===== src/stv_pkg.sv =====
`timescale 1ns / 1ps
// ---------------------------------------------------------------------------
// stv_pkg
// Types, codes and constants of the stepper travel sequencer.
// ---------------------------------------------------------------------------
package stv_pkg;

   localparam int unsigned POSITION_WIDTH_DEF = 12;
   localparam int unsigned LIMIT_W            = 12;
   localparam int unsigned THRESH_W           = 8;
   localparam int unsigned CSR_DATA_W         = 12;

   localparam logic [LIMIT_W-1:0]  TRAVEL_LIMIT_RST    = 12'd1000;
   localparam logic [THRESH_W-1:0] BLINK_THRESHOLD_RST = 8'd50;

   typedef enum logic [1:0] {
      OP_TICK   = 2'd0,
      OP_BUTTON = 2'd1,
      OP_SENSOR = 2'd2,
      OP_NONE   = 2'd3
   } opcode_type;

   typedef enum logic {
      CSR_TRAVEL_LIMIT    = 1'b0,
      CSR_BLINK_THRESHOLD = 1'b1
   } csr_index_type;

   // LED bit order, MSB first: green, blue, red
   typedef struct packed {
      logic green;
      logic blue;
      logic red;
   } led_type;

   localparam led_type LED_GREEN_ONLY = '{green: 1'b1, blue: 1'b0, red: 1'b0};
   localparam led_type LED_BLUE_ONLY  = '{green: 1'b0, blue: 1'b1, red: 1'b0};

   localparam logic [3:0] COIL_PH0 = 4'd12;
   localparam logic [3:0] COIL_PH1 = 4'd6;
   localparam logic [3:0] COIL_PH2 = 4'd3;
   localparam logic [3:0] COIL_PH3 = 4'd9;

   typedef struct packed {
      logic [1:0] opcode;
      logic       sensor_level;
   } req_type;

   typedef struct packed {
      logic [3:0]         coil_pattern;
      logic               led_red;
      logic               led_blue;
      logic               led_green;
      logic [LIMIT_W-1:0] position;
   } rsp_type;

   function automatic logic [3:0] coil_of(input logic [1:0] ph);
      logic [3:0] c;
      unique case (ph)
         2'd0: c = COIL_PH0;
         2'd1: c = COIL_PH1;
         2'd2: c = COIL_PH2;
         2'd3: c = COIL_PH3;
         default: c = COIL_PH0;
      endcase
      return c;
   endfunction

endpackage


===== src/stepper_travel_sequencer.sv =====
`timescale 1ns / 1ps
// ---------------------------------------------------------------------------
// stepper_travel_sequencer
// Full-step stepper sequencer with travel limits and indicator LEDs.
// ---------------------------------------------------------------------------
// Takes one event beat per cycle while rsp_ready is high (tick, button press,
// sensor edge) and returns one result beat per event, carrying the coil drive,
// the three LED bits and the step position as they stand after that event. An
// event is held in the request register, then one pass of logic updates the
// motor state and loads the response register; a stalled response can hold it
// there. The state takes a single update per cycle. The request register
// refills while a response waits to be taken; backpressure reaches req_ready
// only when both registers hold a beat. Write travel_limit and blink_threshold
// while no event is in flight.
module stepper_travel_sequencer #(
   parameter int unsigned POSITION_WIDTH = stv_pkg::POSITION_WIDTH_DEF
) (
   input  logic                              clock,
   input  logic                              reset,
   input  logic                              req_valid,
   output logic                              req_ready,
   input  stv_pkg::req_type                  req_data,
   output logic                              rsp_valid,
   input  logic                              rsp_ready,
   output stv_pkg::rsp_type                  rsp_data,
   input  logic                              csr_we,
   input  logic                              csr_index,
   input  logic [stv_pkg::CSR_DATA_W-1:0]    csr_wdata
);
   import stv_pkg::*;

   // comparison width covers both the limit register and the position
   localparam int unsigned CMP_W = (POSITION_WIDTH > LIMIT_W) ? POSITION_WIDTH : LIMIT_W;

   // configuration registers
   logic [LIMIT_W-1:0]  travel_limit_ff;
   logic [THRESH_W-1:0] blink_threshold_ff;

   // request stage
   logic    in_valid_ff;
   req_type in_data_ff;

   // motor and indicator state
   logic [1:0]                phase_ff,    phase_in;
   logic [POSITION_WIDTH-1:0] position_ff, position_in;
   logic                      extend_ff,   extend_in;
   logic [THRESH_W-1:0]       blink_ff,    blink_in;
   led_type                   led_ff,      led_in;

   // response stage
   logic    out_valid_ff;
   rsp_type out_data_ff, out_data_in;

   logic advance;       // request beat moves into the response register
   logic out_free;
   logic [CMP_W-1:0] lim_ext, mask_ext, eff_lim, pos_ext;
   logic [THRESH_W-1:0] blink_inc;
   logic [CMP_W-1:0] pos_next_ext;

   assign out_free  = !out_valid_ff || rsp_ready;
   assign advance   = in_valid_ff && out_free;
   assign req_ready = !in_valid_ff || out_free;
   assign rsp_valid = out_valid_ff;
   assign rsp_data  = out_data_ff;

   // Config writes: index selects one of the two registers.
   always_ff @(posedge clock) begin
      if (reset) begin
         travel_limit_ff    <= TRAVEL_LIMIT_RST;
         blink_threshold_ff <= BLINK_THRESHOLD_RST;
      end else if (csr_we) begin
         unique case (csr_index_type'(csr_index))
            CSR_TRAVEL_LIMIT:    travel_limit_ff    <= csr_wdata[LIMIT_W-1:0];
            CSR_BLINK_THRESHOLD: blink_threshold_ff <= csr_wdata[THRESH_W-1:0];
            default: ;
         endcase
      end
   end

   // Effective limit: the smaller of the register and the largest position.
   assign lim_ext  = CMP_W'(travel_limit_ff);
   assign mask_ext = CMP_W'({POSITION_WIDTH{1'b1}});
   assign eff_lim  = (lim_ext > mask_ext) ? mask_ext : lim_ext;
   assign pos_ext  = CMP_W'(position_ff);
   assign blink_inc = blink_ff + THRESH_W'(1);

   // Next state for the event in the request register.
   always_comb begin
      phase_in    = phase_ff;
      position_in = position_ff;
      extend_in   = extend_ff;
      blink_in    = blink_ff;
      led_in      = led_ff;
      unique case (opcode_type'(in_data_ff.opcode))
         OP_TICK: begin
            // advance the blink counter, toggle red past the threshold
            blink_in = blink_inc;
            if (blink_inc > blink_threshold_ff) begin
               led_in   = '{green: 1'b0, blue: 1'b0, red: !led_ff.red};
               blink_in = '0;
            end
            // step one phase; at either end show the end color instead
            if (extend_ff) begin
               if (pos_ext < eff_lim) begin
                  phase_in    = phase_ff + 2'd1;
                  position_in = position_ff + POSITION_WIDTH'(1);
               end else begin
                  led_in = LED_BLUE_ONLY;
               end
            end else begin
               if (position_ff != '0) begin
                  phase_in    = phase_ff - 2'd1;
                  position_in = position_ff - POSITION_WIDTH'(1);
               end else begin
                  led_in = LED_GREEN_ONLY;
               end
            end
         end
         OP_BUTTON: extend_in = !extend_ff;
         OP_SENSOR: begin
            blink_in  = '0;
            extend_in = !in_data_ff.sensor_level;
         end
         OP_NONE: ;
         default: ;
      endcase
   end

   assign pos_next_ext = CMP_W'(position_in);

   always_comb begin
      out_data_in.coil_pattern = coil_of(phase_in);
      out_data_in.led_red      = led_in.red;
      out_data_in.led_blue     = led_in.blue;
      out_data_in.led_green    = led_in.green;
      out_data_in.position     = pos_next_ext[LIMIT_W-1:0];
   end

   // Request register: load on accept, drop when the beat advances.
   always_ff @(posedge clock) begin
      if (reset) begin
         in_valid_ff <= 1'b0;
      end else if (req_valid && req_ready) begin
         in_valid_ff <= 1'b1;
      end else if (advance) begin
         in_valid_ff <= 1'b0;
      end
   end

   always_ff @(posedge clock) begin
      if (req_valid && req_ready) begin
         in_data_ff <= req_data;
      end
   end

   // State and response register update together when a beat advances.
   always_ff @(posedge clock) begin
      if (reset) begin
         phase_ff     <= '0;
         position_ff  <= '0;
         extend_ff    <= 1'b0;
         blink_ff     <= '0;
         led_ff       <= LED_GREEN_ONLY;
         out_valid_ff <= 1'b0;
      end else begin
         if (advance) begin
            phase_ff     <= phase_in;
            position_ff  <= position_in;
            extend_ff    <= extend_in;
            blink_ff     <= blink_in;
            led_ff       <= led_in;
            out_valid_ff <= 1'b1;
         end else if (rsp_ready) begin
            out_valid_ff <= 1'b0;
         end
      end
   end

   always_ff @(posedge clock) begin
      if (advance) begin
         out_data_ff <= out_data_in;
      end
   end

endmodule


===== config.mk =====
export PLATFORM = sky130hd
export DESIGN_NAME = stepper_travel_sequencer
export DESIGN_NICKNAME = d
export VERILOG_FILES = /design/src/stv_pkg.sv /design/src/stepper_travel_sequencer.sv
export SDC_FILE = /design/constraint.sdc
export NUM_CORES = 1
export LEC_CHECK = 0
export BUFFER_PORTS_ARGS = -buffer_cell sky130_fd_sc_hd__clkbuf_2
export CAP_MARGIN = 5
export CORE_AREA = 2 2 156 97
export DETAILED_ROUTE_END_ITERATION = 6
export DIE_AREA = 0 0 158 99
export MAX_ROUTING_LAYER = met4
export PLACE_DENSITY = 0.58
export REMOVE_ABC_BUFFERS = 1
export SYNTH_ARGS = -nofsm -noshare
export SYNTH_HDL_FRONTEND = slang
export SYNTH_SLANG_ARGS = --single-unit

===== constraint.sdc =====
create_clock -name clock -period 2.62 [get_ports clock]
set_clock_uncertainty 0.15 [all_clocks]
set_input_delay 0.131 -clock clock [delete_from_list [all_inputs] [get_ports clock]]
set_output_delay 0.131 -clock clock [all_outputs]
set_load 0.02 [all_outputs]

==> results.tsv, run 1 <==
metric	value	unit
critical_path_buf_inv_count	1	
final_cell_mix	nand2_1, buf_4, nor2_1	
synth-adder-area-share	0.0839	
crit_type	register to register	
seq_power_share	0.410	
synth_xor_area_frac	0.0378	
place_hpwl	8.53	mm
clock-sinks	70	
crit_path_start_kind	register	
grt_remaining_overflow	0	
dieArea	0.0156	mm²
ys_ff_latch	70	
post-place-ws	-0.135	ns
finalSetupViolCount	0	
cts_tree	built	
netlist_area	0.00418	mm²
slowest_delay	0.44	ns
synth_edf_count	22	
pin_count	42	
fin_ws	0.0239	ns
die_y	99	µm
p_sw	732	µW
wl_per_cell	15.1	µm
arrival	2.72	ns
maxSlewViolCount	0	
drt_iter0_markers	312	
h-tree-depth	3	
clk_latency	0.35	ns
grt_pass1_wl	18.8	mm
worst_slew_margin_rel	0.487	
ir_drop	333	µV
hold_start	csr_we	
cap_violations	0	
wl	11.7	mm
final_antenna_net_count	0	
whs	0.120	ns
portBuffers	41	
clkTransAtPathRegs	0.06	ns
synth_seq_area_share	0.388	
initial_utilization	0.294	
fp.coreArea	0.0142	mm²
reg2reg_from	blink_ff[0]	
synth_cells	477	
synthArstFlopShare	0	
clockPowerShare	0.452	
fmax	385	MHz
avgSynthCellArea	8.75	µm²
via_per_inst	4.99	
power_density	503	mW/mm²
grt_setup_unrepaired	yes	
fin_setup_tns	0	ns
finalInstanceArea	0.00575	mm²
synth_mux_area_frac	0.0282	
crit_required	2.75	ns
cpMaxStageDelayCell	or3b_4	
p_leak	0.00234	µW
total_power	2890	µW
drc	0	
crit_path_start	blink_ff[0]	
row_count	34	
crit_chain	nand3_4 > nor2_4 > nand3_2 > xnor2_2 > ha_1 > nand4_1 > or3b_4 > a211oi_2 > buf_4 > mux2i_1 > nor2_1	
syn_to_final_growth	37.7	%
post_dp_cell_area	0.00487	mm²
layout_commonest_cell	nand2_1	
gp_congestion	0.912	
synth_compound_area_frac	0.169	
layout.nets	618	
r2r_setup_slack	0.02	ns
antenna_found_initial	0	
drt_first_pass_iters	4	
fin_crit	2.60	ns
vias	3856	
period_share	0.991	
synth_warnings	0	
crit_family	simple AND/OR/NAND/NOR gates	
outcome	completed	
synth-main-ff-cell	dfxtp_1	
layout-drive-gt1-share	0.315	
grt_usage	0.161	
p_sw_frac	0.253	
p_int	2160	µW
cts_buffer_depth	2	
pwr-share-comb	0.138	
hold_class	input port to register	
critPathMaxFanout	8	
root_buffer	clkbuf_16	
synth_top_family_by_area	simple AND/OR/NAND/NOR gates	
endpoint_kind	register	
grt_max_degree	34	
cts_buffers	9	
grt_pass1_vias	3712	
diodes	0	
worstMarginPinSlew	0.764	ns
yosysUniqueCellTypes	69	
hold_viol	0	
synthSimpleGateAreaFrac	0.239	
die_x	158	µm
worst min-delay path: cells and delay by family:
family,cells,cell delay [ns]
simple gates,2,0.28
buf+inv,1,0.11
compound gates,1,0.05
state kept, by name (all words and copies together) (netlist names):
register and cells:
in_data_ff 3, blink_ff 8, rsp_valid 1, lim_ext 12
led_ff 3, in_valid_ff 1, extend_ff 1, blink_threshold_ff 8
pos_ext 12, rsp_data 19, phase_ff 2
per-stage QoR:
step | utilization | std cells
floorplan | - | 450
global placement | 0.343 | 735
detailed placement | 0.343 | 735
CTS | 0.390 | 769
global route | 0.405 | 772
finish | 0.405 | 772
area by class of cell:
cell class                      count  area [µm²]
Clock buffer                       10         229
Clock inverter                      6        86.3
Fill cell                        1433        8460
Inverter                           31         116
Multi-Input combinational cell    349        2670
Sequential cell                    70        1640
Tap cell                          198         248
Timing Repair Buffer              108         762
logic make-up (layout without fill, tap and decap cells):
| group | Yosys count | count (layout) |
|---|---|---|
| and+or+nand+nor | 190 | 190 |
| AOI/OAI and AO/OA | 102 | 102 |
| DFF | 70 | 70 |
| buffers and inverters | 58 | 155 |
| adders and majority gates | 28 | 28 |
| xor gates and xnor gates | 18 | 18 |
| muxes | 11 | 11 |
synthesized netlist by cell type, types with 6 or more instances:
cell type / count / area (µm²)
edfxtp_1: 22 / 661
clkbuf_1: 18 / 67.6
inv_1: 30 / 113
and3_1: 6 / 37.5
nand3_1: 14 / 70.1
mux2i_1: 8 / 80.1
nand2b_1: 6 / 37.5
nor3_1: 12 / 60.1
xnor2_1: 7 / 61.3
ha_1: 28 / 350
nor2_1: 47 / 176
nor2b_1: 6 / 37.5
dfxtp_1: 48 / 961
a211o_1: 7 / 61.3
a31oi_1: 8 / 50.1
a22oi_1: 10 / 75.1
nand4_1: 10 / 62.6
a21oi_1: 30 / 150
or3_1: 6 / 37.5
xor2_1: 11 / 96.3
o21ai_0: 9 / 45.0
nand2_1: 55 / 206
what timing repair did:
item                                    4_1_cts  5_1_grt
endpoints found under the hold margin        25        0
gates resized for setup                      31       42
hold buffers                                 17        0
endpoints found under the setup margin       16       22
buffers inserted                              1        3
pin swaps                                    15       24
final timing paths:
kind / cells after the start / to
hold / removal: 4 / lim_ext[1]
hold reg to reg: 2 / lim_ext[1]
setup reg to reg: 11 / blink_ff[0]
setup / recovery: 11 / blink_ff[0]
power groups by stage:
| stage | logic [µW] | clock network, µW | registers (µW) |
|---|---|---|---|
| global route | 441 | 1380 | 1190 |
| floorplan | 177 | 0 | 1230 |
| finish | 400 | 1310 | 1180 |
| CTS | 383 | 1330 | 1180 |
| detailed placement | 343 | 0 | 1210 |
| global placement | 336 | 0 | 1200 |
layer usage:
metal	vias up	GRT usage	part of all wire
li1	1907	-	-
met1	1810	0.227	0.49
met5	-	-	0
met3	12	0.0554	0.083
met2	127	0.215	0.41
met4	0	0.0450	0.010
Power figures use the tool's default switching activity.
==> run 2: changes to the inputs <==
--- a/config.mk
+++ b/config.mk
@@ -6,9 +6,10 @@
 export NUM_CORES = 1
 export LEC_CHECK = 0
+export ABC_AREA = 1
 export BUFFER_PORTS_ARGS = -buffer_cell sky130_fd_sc_hd__clkbuf_2
 export CAP_MARGIN = 5
-export CORE_AREA = 2 2 156 97
+export CORE_AREA = 2 2 155 96
 export DETAILED_ROUTE_END_ITERATION = 6
-export DIE_AREA = 0 0 158 99
+export DIE_AREA = 0 0 157 98
 export MAX_ROUTING_LAYER = met4
 export PLACE_DENSITY = 0.58
--- a/constraint.sdc
+++ b/constraint.sdc
@@ -3,3 +3,3 @@
 set_input_delay 0.131 -clock clock [delete_from_list [all_inputs] [get_ports clock]]
 set_output_delay 0.131 -clock clock [all_outputs]
-set_load 0.02 [all_outputs]
+set_load 0.005 [all_outputs]
==> results.tsv, run 2 <==
metric	value	unit	change
outcome	completed		unchanged
wl_per_cell	13.3	µm	was 15.1 µm
vias	3831		was 3,856
crit_required	2.55	ns	was 2.75 ns
reg2reg_from	lim_ext[9]		was blink_ff[0]
cts_tree	built		unchanged
whs	0.121	ns	was 0.120 ns
row_count	34		unchanged
synth-main-ff-cell	dfxtp_1		unchanged
fp.coreArea	0.0141	mm²	was 0.0142 mm²
period_share	0.954		was 0.991
hold_viol	0		unchanged
cts_buffers	9		unchanged
finalSetupViolCount	0		unchanged
synthTopCellsByArea	dfxtp_1, edfxtp_1, nand2_1		was dfxtp_1, edfxtp_1, ha_1
final_cell_mix	nand2_1, inv_1, a21oi_1, dfxtp_1, clkbuf_2		was nand2_1, buf_4, nor2_1
gp_congestion	0.898		was 0.912
diodes	0		unchanged
clkTransAtPathRegs	0.06	ns	about the same
portBuffers	41		unchanged
endpoint_kind	register		unchanged
post-place-ws	-0.0220	ns	was -0.135 ns
yosysUniqueCellTypes	41		was 69
synthTopCellsByCount	nand2_1, inv_1, a21oi_1		was nand2_1, dfxtp_1, nor2_1
layout.nets	689		was 618
crit_path_start	lim_ext[9]		was blink_ff[0]
largest_reg_flops	19		unchanged
grt_usage	0.156		was 0.161
cap_violations	0		unchanged
avgSynthCellArea	7.38	µm²	was 8.75 µm²
synth_warnings	0		unchanged
worst_slew_margin_rel	0.632		was 0.487
worstMarginPinSlew	0.551	ns	was 0.764 ns
grt_pass1_vias	3767		was 3,712
fmax	400	MHz	was 385 MHz
layout-drive-gt1-share	0.200		was 0.315
layout_commonest_cell	nand2_1		unchanged
yosysTopAreaCell	dfxtp_1		unchanged
grt_pass1_wl	18.5	mm	was 18.8 mm
netlist_area	0.00412	mm²	was 0.00418 mm²
die_x	157	µm	was 158 µm
synthArstFlopShare	0		unchanged
die_y	98	µm	was 99 µm
yosysMostFrequentCell	nand2_1		unchanged
slowest_delay	0.31	ns	was 0.44 ns
grt_max_degree	27		was 34
root_buffer	clkbuf_16		unchanged
maxSlewViolCount	0		unchanged
syn_to_final_growth	29.0	%	was 37.7%
crit_end	rsp_data[15]		was blink_ff[0]
pin_count	42		unchanged
antenna_found_initial	0		unchanged
crit_chain	inv_1 > ha_4 > nand2_2 > nor2_4 > nand2_2 > nor2_2 > nand2_2 > nand2_4 > nand2_4 > nand3_4 > nand2_1 > nand2_2 > inv_1 > ha_1 > or2_2		was nand3_4 > nor2_4 > nand3_2 > xnor2_2 > ha_1 > nand4_1 > or3b_4 > a211oi_2 > buf_4 > mux2i_1 > nor2_1
fin_crit	2.50	ns	was 2.60 ns
fin_ws	0.120	ns	was 0.0239 ns
drt_first_pass_iters	5		was 4
synth_edf_count	22		unchanged
cts_buffer_depth	2		unchanged
rr_worst_depth	15		was 11
clk_latency	0.34	ns	was 0.35 ns
r2r-end	rsp_data[15]		was blink_ff[0]
cpMaxStageDelayCell	dfxtp_1		was or3b_4
critPathMaxFanout	4		was 8
arrival	2.43	ns	was 2.72 ns
place_hpwl	8.32	mm	was 8.53 mm
final_util	0.377		was 0.405
via_per_inst	4.54		was 4.99
fin_setup_tns	0	ns	unchanged
initial_utilization	0.293		was 0.294
power_density	600	mW/mm²	was 503 mW/mm²
ir_drop	286	µV	was 333 µV
drt_iter0_markers	316		was 312
total_power	3190	µW	was 2890 µW
synth_seq_area_share	0.394		was 0.388
dieArea	0.0154	mm²	was 0.0156 mm²
ys_ff_latch	70		unchanged
wl	11.2	mm	was 11.7 mm
synth_cells	558		was 477
clock-sinks	70		unchanged
h-tree-depth	3		unchanged
crit_path_frequent_cell	nand2_2		
final_antenna_net_count	0		unchanged
crit_type	register to register		unchanged
fillCellCount	1452		was 1,433
p_leak	0.00256	µW	was 0.00234 µW
yosysTopAreaCellShare	0.233		was 0.230
r2r_setup_slack	0.12	ns	was 0.02 ns
grt_remaining_overflow	0		unchanged
crit_path_start_kind	register		unchanged
hold_class	input port to register		unchanged
drc	0		unchanged
[run 2: cell types whose count changed in the layout (fill, tap and decap cells not counted), sizes merged, moves of 8 or more]
| cell | change |
|---|---|
| nand2 | +113 |
| inv | +54 |
| nand3 | +23 |
| a21oi | +22 |
| buf | -22 |
| nor2 | -17 |
| nor3 | -12 |
| o21ai | +9 |
| a22oi | -8 |
| a31oi | -8 |
| mux2i | -8 |
| o211ai | +8 |
[run 2: worst min-delay path by stage]
stage                           start                    end  slack, ns  depth (start not counted)
after floorplan                 reset            blink_ff[1]       0.05                          1
after global placement    req_data[2]          in_data_ff[2]       0.16                          1
after detailed placement  req_data[0]          in_data_ff[0]       0.16                          1
after CTS                      csr_we  blink_threshold_ff[3]       0.13                          3
after global routing        csr_index             lim_ext[6]       0.17                          4
final                          csr_we  blink_threshold_ff[3]       0.12                          3
[run 2: repair_timing]
| item | CTS | global route |
|---|---|---|
| hold buffers | 18 | 0 |
| hold endpoints to repair | 25 | 0 |
| gates resized for setup | 1 | 26 |
| cloned | 0 | 0 |
| setup endpoints to repair | 7 | 16 |
| pin swaps | 0 | 11 |
| setup buffers | 0 | 3 |
[run 2: critical path, delay by kind of cell (launching register included)]
family,cells,cell delay (ns)
buffers and inverters,2,0.15
DFF,1,0.31
adders and majority gates,2,0.44
and+or+nand+nor,11,1.20
[run 2: through the flow]
| step | cell area (µm²) | instances |
|---|---|---|
| 2_1_floorplan | 4030 | 542 |
| 3_3_place_gp | 4670 | 806 |
| 3_5_place_dp | 4670 | 806 |
| 4_1_cts | 5170 | 840 |
| 5_1_grt | 5320 | 843 |
| 6_report | 5320 | 843 |
[run 2: cell families (layout without fill, tap and decap cells)]
kind of cell,after synthesis,in the layout,synth area share
AND/OR/NAND/NOR,256,256,0.274
buffers and inverters,103,190,0.103
AO/OA/AOI/OAI,93,93,0.127
flip-flops,70,70,0.394
adder cells (fa/ha/maj),28,28,0.0850
XOR/XNOR,8,8,0.0170
[run 2: final cells by class]
cell class              instances  area [µm²]  area share
multi-input cells             385        2190       0.412
repair buffers                 87         596       0.112
flip-flops and latches         70        1630       0.306
clock inverters                 5        80.1      0.0151
well taps                     198         248      0.0466
inverters                      87         332      0.0624
clock buffers                  11         243      0.0457
[run 2: layer usage]
layer  track usage  part of all wire
met3        0.0373             0.060
met4        0.0311            0.0063
met5             -                 0
met1         0.230              0.54
met2         0.215              0.40
[run 2: report_power, final]
part           total (µW)  switching (µW)  internal (µW)  leakage (µW)
combinational         610             375            235       0.00179
sequential           1240            38.8           1200      0.000606
clock                1340             477            862      0.000160
==> run 3: changes to the inputs <==
- clock period: 2.62 -> 2 ns (I/O delays scaled with it)
==> results.tsv, run 3 (synthesis gave the netlist of run 2 again) <==
metric	value	unit	change
hold_class	input port to register		unchanged
fp.coreArea	0.0141	mm²	unchanged
crit_path_frequent_cell	nand2_4		was nand2_2
place_hpwl	8.54	mm	was 8.32 mm
outcome	finished, violations left		was completed
largest_reg_flops	19		unchanged
crit_path_start_kind	register		unchanged
final_cell_mix	nand2_1, buf_4, inv_1		was nand2_1, inv_1, a21oi_1, dfxtp_1, clkbuf_2
critical_path_buf_inv_count	3		was 2
row_count	34		unchanged
crit_chain	inv_4 > ha_4 > nand2_4 > nor2_4 > buf_6 > a21oi_4 > nand2_4 > nand2_4 > nand4_1 > nand2_4 > inv_4 > ha_4 > or2_4		was inv_1 > ha_4 > nand2_2 > nor2_4 > nand2_2 > nor2_2 > nand2_2 > nand2_4 > nand2_4 > nand3_4 > nand2_1 > nand2_2 > inv_1 > ha_1 > or2_2
post-place-ws	-0.570	ns	was -0.0220 ns
finalSetupViolCount	38		was 0
crit_type	register to register		unchanged
grt_pass1_wl	20.2	mm	was 18.5 mm
p_sw_frac	0.302		was 0.280
syn_to_final_growth	55.2	%	was 29.0%
via_per_inst	4.66		was 4.54
grt_usage	0.172		was 0.156
wl_per_cell	13.7	µm	was 13.3 µm
clock-sinks	70		unchanged
final_antenna_net_count	0		unchanged
post_dp_cell_area	0.00504	mm²	was 0.00467 mm²
grt_max_degree	47		was 27
grt_use_met1	0.243		was 0.230
drt_iter0_markers	203		was 316
endpoint_kind	register		unchanged
fin_ws	-0.460	ns	was 0.120 ns
layout-drive-gt1-share	0.435		was 0.200
met3_usage	0.0364		was 0.0373
clkTransAtPathRegs	0.06	ns	about the same
p_int	3060	µW	was 2300 µW
seq_power_share	0.371		was 0.388
final-instance-count-excl-fill	915		was 843
critPathMaxFanout	4		unchanged
violations	negative setup slack		
gp_congestion	0.882		was 0.898
slowest_delay	0.34	ns	was 0.31 ns
cts_buffer_depth	2		unchanged
fin_setup_tns	-10.20	ns	was 0 ns
period_share	1.23		was 0.954
dieArea	0.0154	mm²	unchanged
worst_slew_margin_rel	0.752		was 0.632
clockPowerShare	0.360		was 0.420
use_met2	0.250		was 0.215
arrival	2.40	ns	was 2.43 ns
pin_count	42		unchanged
fillCellCount	1359		was 1,452
portBuffers	41		unchanged
root_buffer	clkbuf_16		unchanged
wl	12.5	mm	was 11.2 mm
worstMarginPinSlew	0.369	ns	was 0.551 ns
crit_required	1.94	ns	was 2.55 ns
cts_tree	built		unchanged
crit_family	simple AND/OR/NAND/NOR gates		unchanged
grt.busiest_layer	met2		was met1
grt_remaining_overflow	0		unchanged
fin_crit	2.46	ns	was 2.50 ns
cap_violations	0		unchanged
antenna_found_initial	0		unchanged
seq_area	0.00164	mm²	was 0.00163 mm²
grt_pass1_vias	4152		was 3,767
diodes	0		unchanged
layout.nets	761		was 689
grt_setup_unrepaired	yes		
dp_cells	854		was 806
drc	0		unchanged
multi_input_area	0.00265	mm²	was 0.00219 mm²
p_sw	1330	µW	was 891 µW
p_leak	0.00296	µW	was 0.00256 µW
cpMaxStageDelayCell	dfxtp_2		was dfxtp_1
initial_utilization	0.293		unchanged
h-tree-depth	3		unchanged
maxSlewViolCount	0		unchanged
cts_buffers	9		unchanged
die_y	98	µm	unchanged
drt_first_pass_iters	4		was 5
hold_viol	0		unchanged
whs	0.0544	ns	was 0.121 ns
fmax	407	MHz	was 400 MHz
ir_drop	404	µV	was 286 µV
die_x	157	µm	unchanged
finalInstanceArea	0.00639	mm²	was 0.00532 mm²
power_density	685	mW/mm²	was 600 mW/mm²
vias	4263		was 3,831
pwr-share-comb	0.269		was 0.191
layout_commonest_cell	nand2_1		unchanged
clk_latency	0.34	ns	about the same
-- run 3: changes by cell type in the layout (fill, tap and decap cells not counted), sizes merged --
cell	change
inv	-1
buf	+72
clkinvlp	+1
clkinv	+2
bufinv	-2
-- run 3: power groups by stage --
stage	clock (µW)	sequential (µW)	combinational [µW]
4_1_cts	1610	1620	1010
2_1_floorplan	0	1660	459
5_1_grt	1670	1640	1300
3_3_place_gp	0	1640	825
3_5_place_dp	0	1650	846
6_report	1580	1630	1180
-- run 3: final cells by class --
type	instances	share of cell area
Clock buffer	11	0.0413
Clock inverter	5	0.00470
Inverter	87	0.0530
Multi-Input combinational cell	385	0.415
Sequential cell	70	0.256
Tap cell	198	0.0387
Timing Repair Buffer	159	0.191
-- run 3: worst paths after layout --
kind	from	end	depth (start not counted)	slack [ns]
worst max-delay path	lim_ext[9]	rsp_data[15]	13	-0.46
worst min-delay path	reset	blink_ff[2]	3	0.05
worst max register to register	lim_ext[9]	rsp_data[15]	13	-0.46
worst min register to register	blink_ff[6]	blink_ff[6]	2	0.35
-- run 3: metal layers --
layer  wire (µm)  part of all wire  vias up
li1            -                 -     2129
met1        6230              0.50     2005
met2        5460              0.44      114
met3         719             0.057       15
met4         134             0.011        0
met5           0                 0        -
-- run 3: per-stage QoR --
stage | total power (µW) | utilization
6_report | 4380 | 0.454
3_5_place_dp | 2490 | 0.358
4_1_cts | 4240 | 0.424
2_1_floorplan | 2110 | -
5_1_grt | 4600 | 0.454
3_3_place_gp | 2470 | 0.358
-- run 3: tightest hold or removal path: stages --
cell and delay (ns):
clkbuf_2 0.09, buf_4 0.26, a21oi_2 0.05
-- run 3: repair_timing --
| item | 4_1_cts | 5_1_grt |
|---|---|---|
| setup buffers | 28 | 11 |
| hold endpoints to repair | 28 | 0 |
| gates resized for setup | 75 | 118 |
| pin swaps | 29 | 48 |
| hold buffers | 18 | 0 |
| setup endpoints to repair | 43 | 45 |
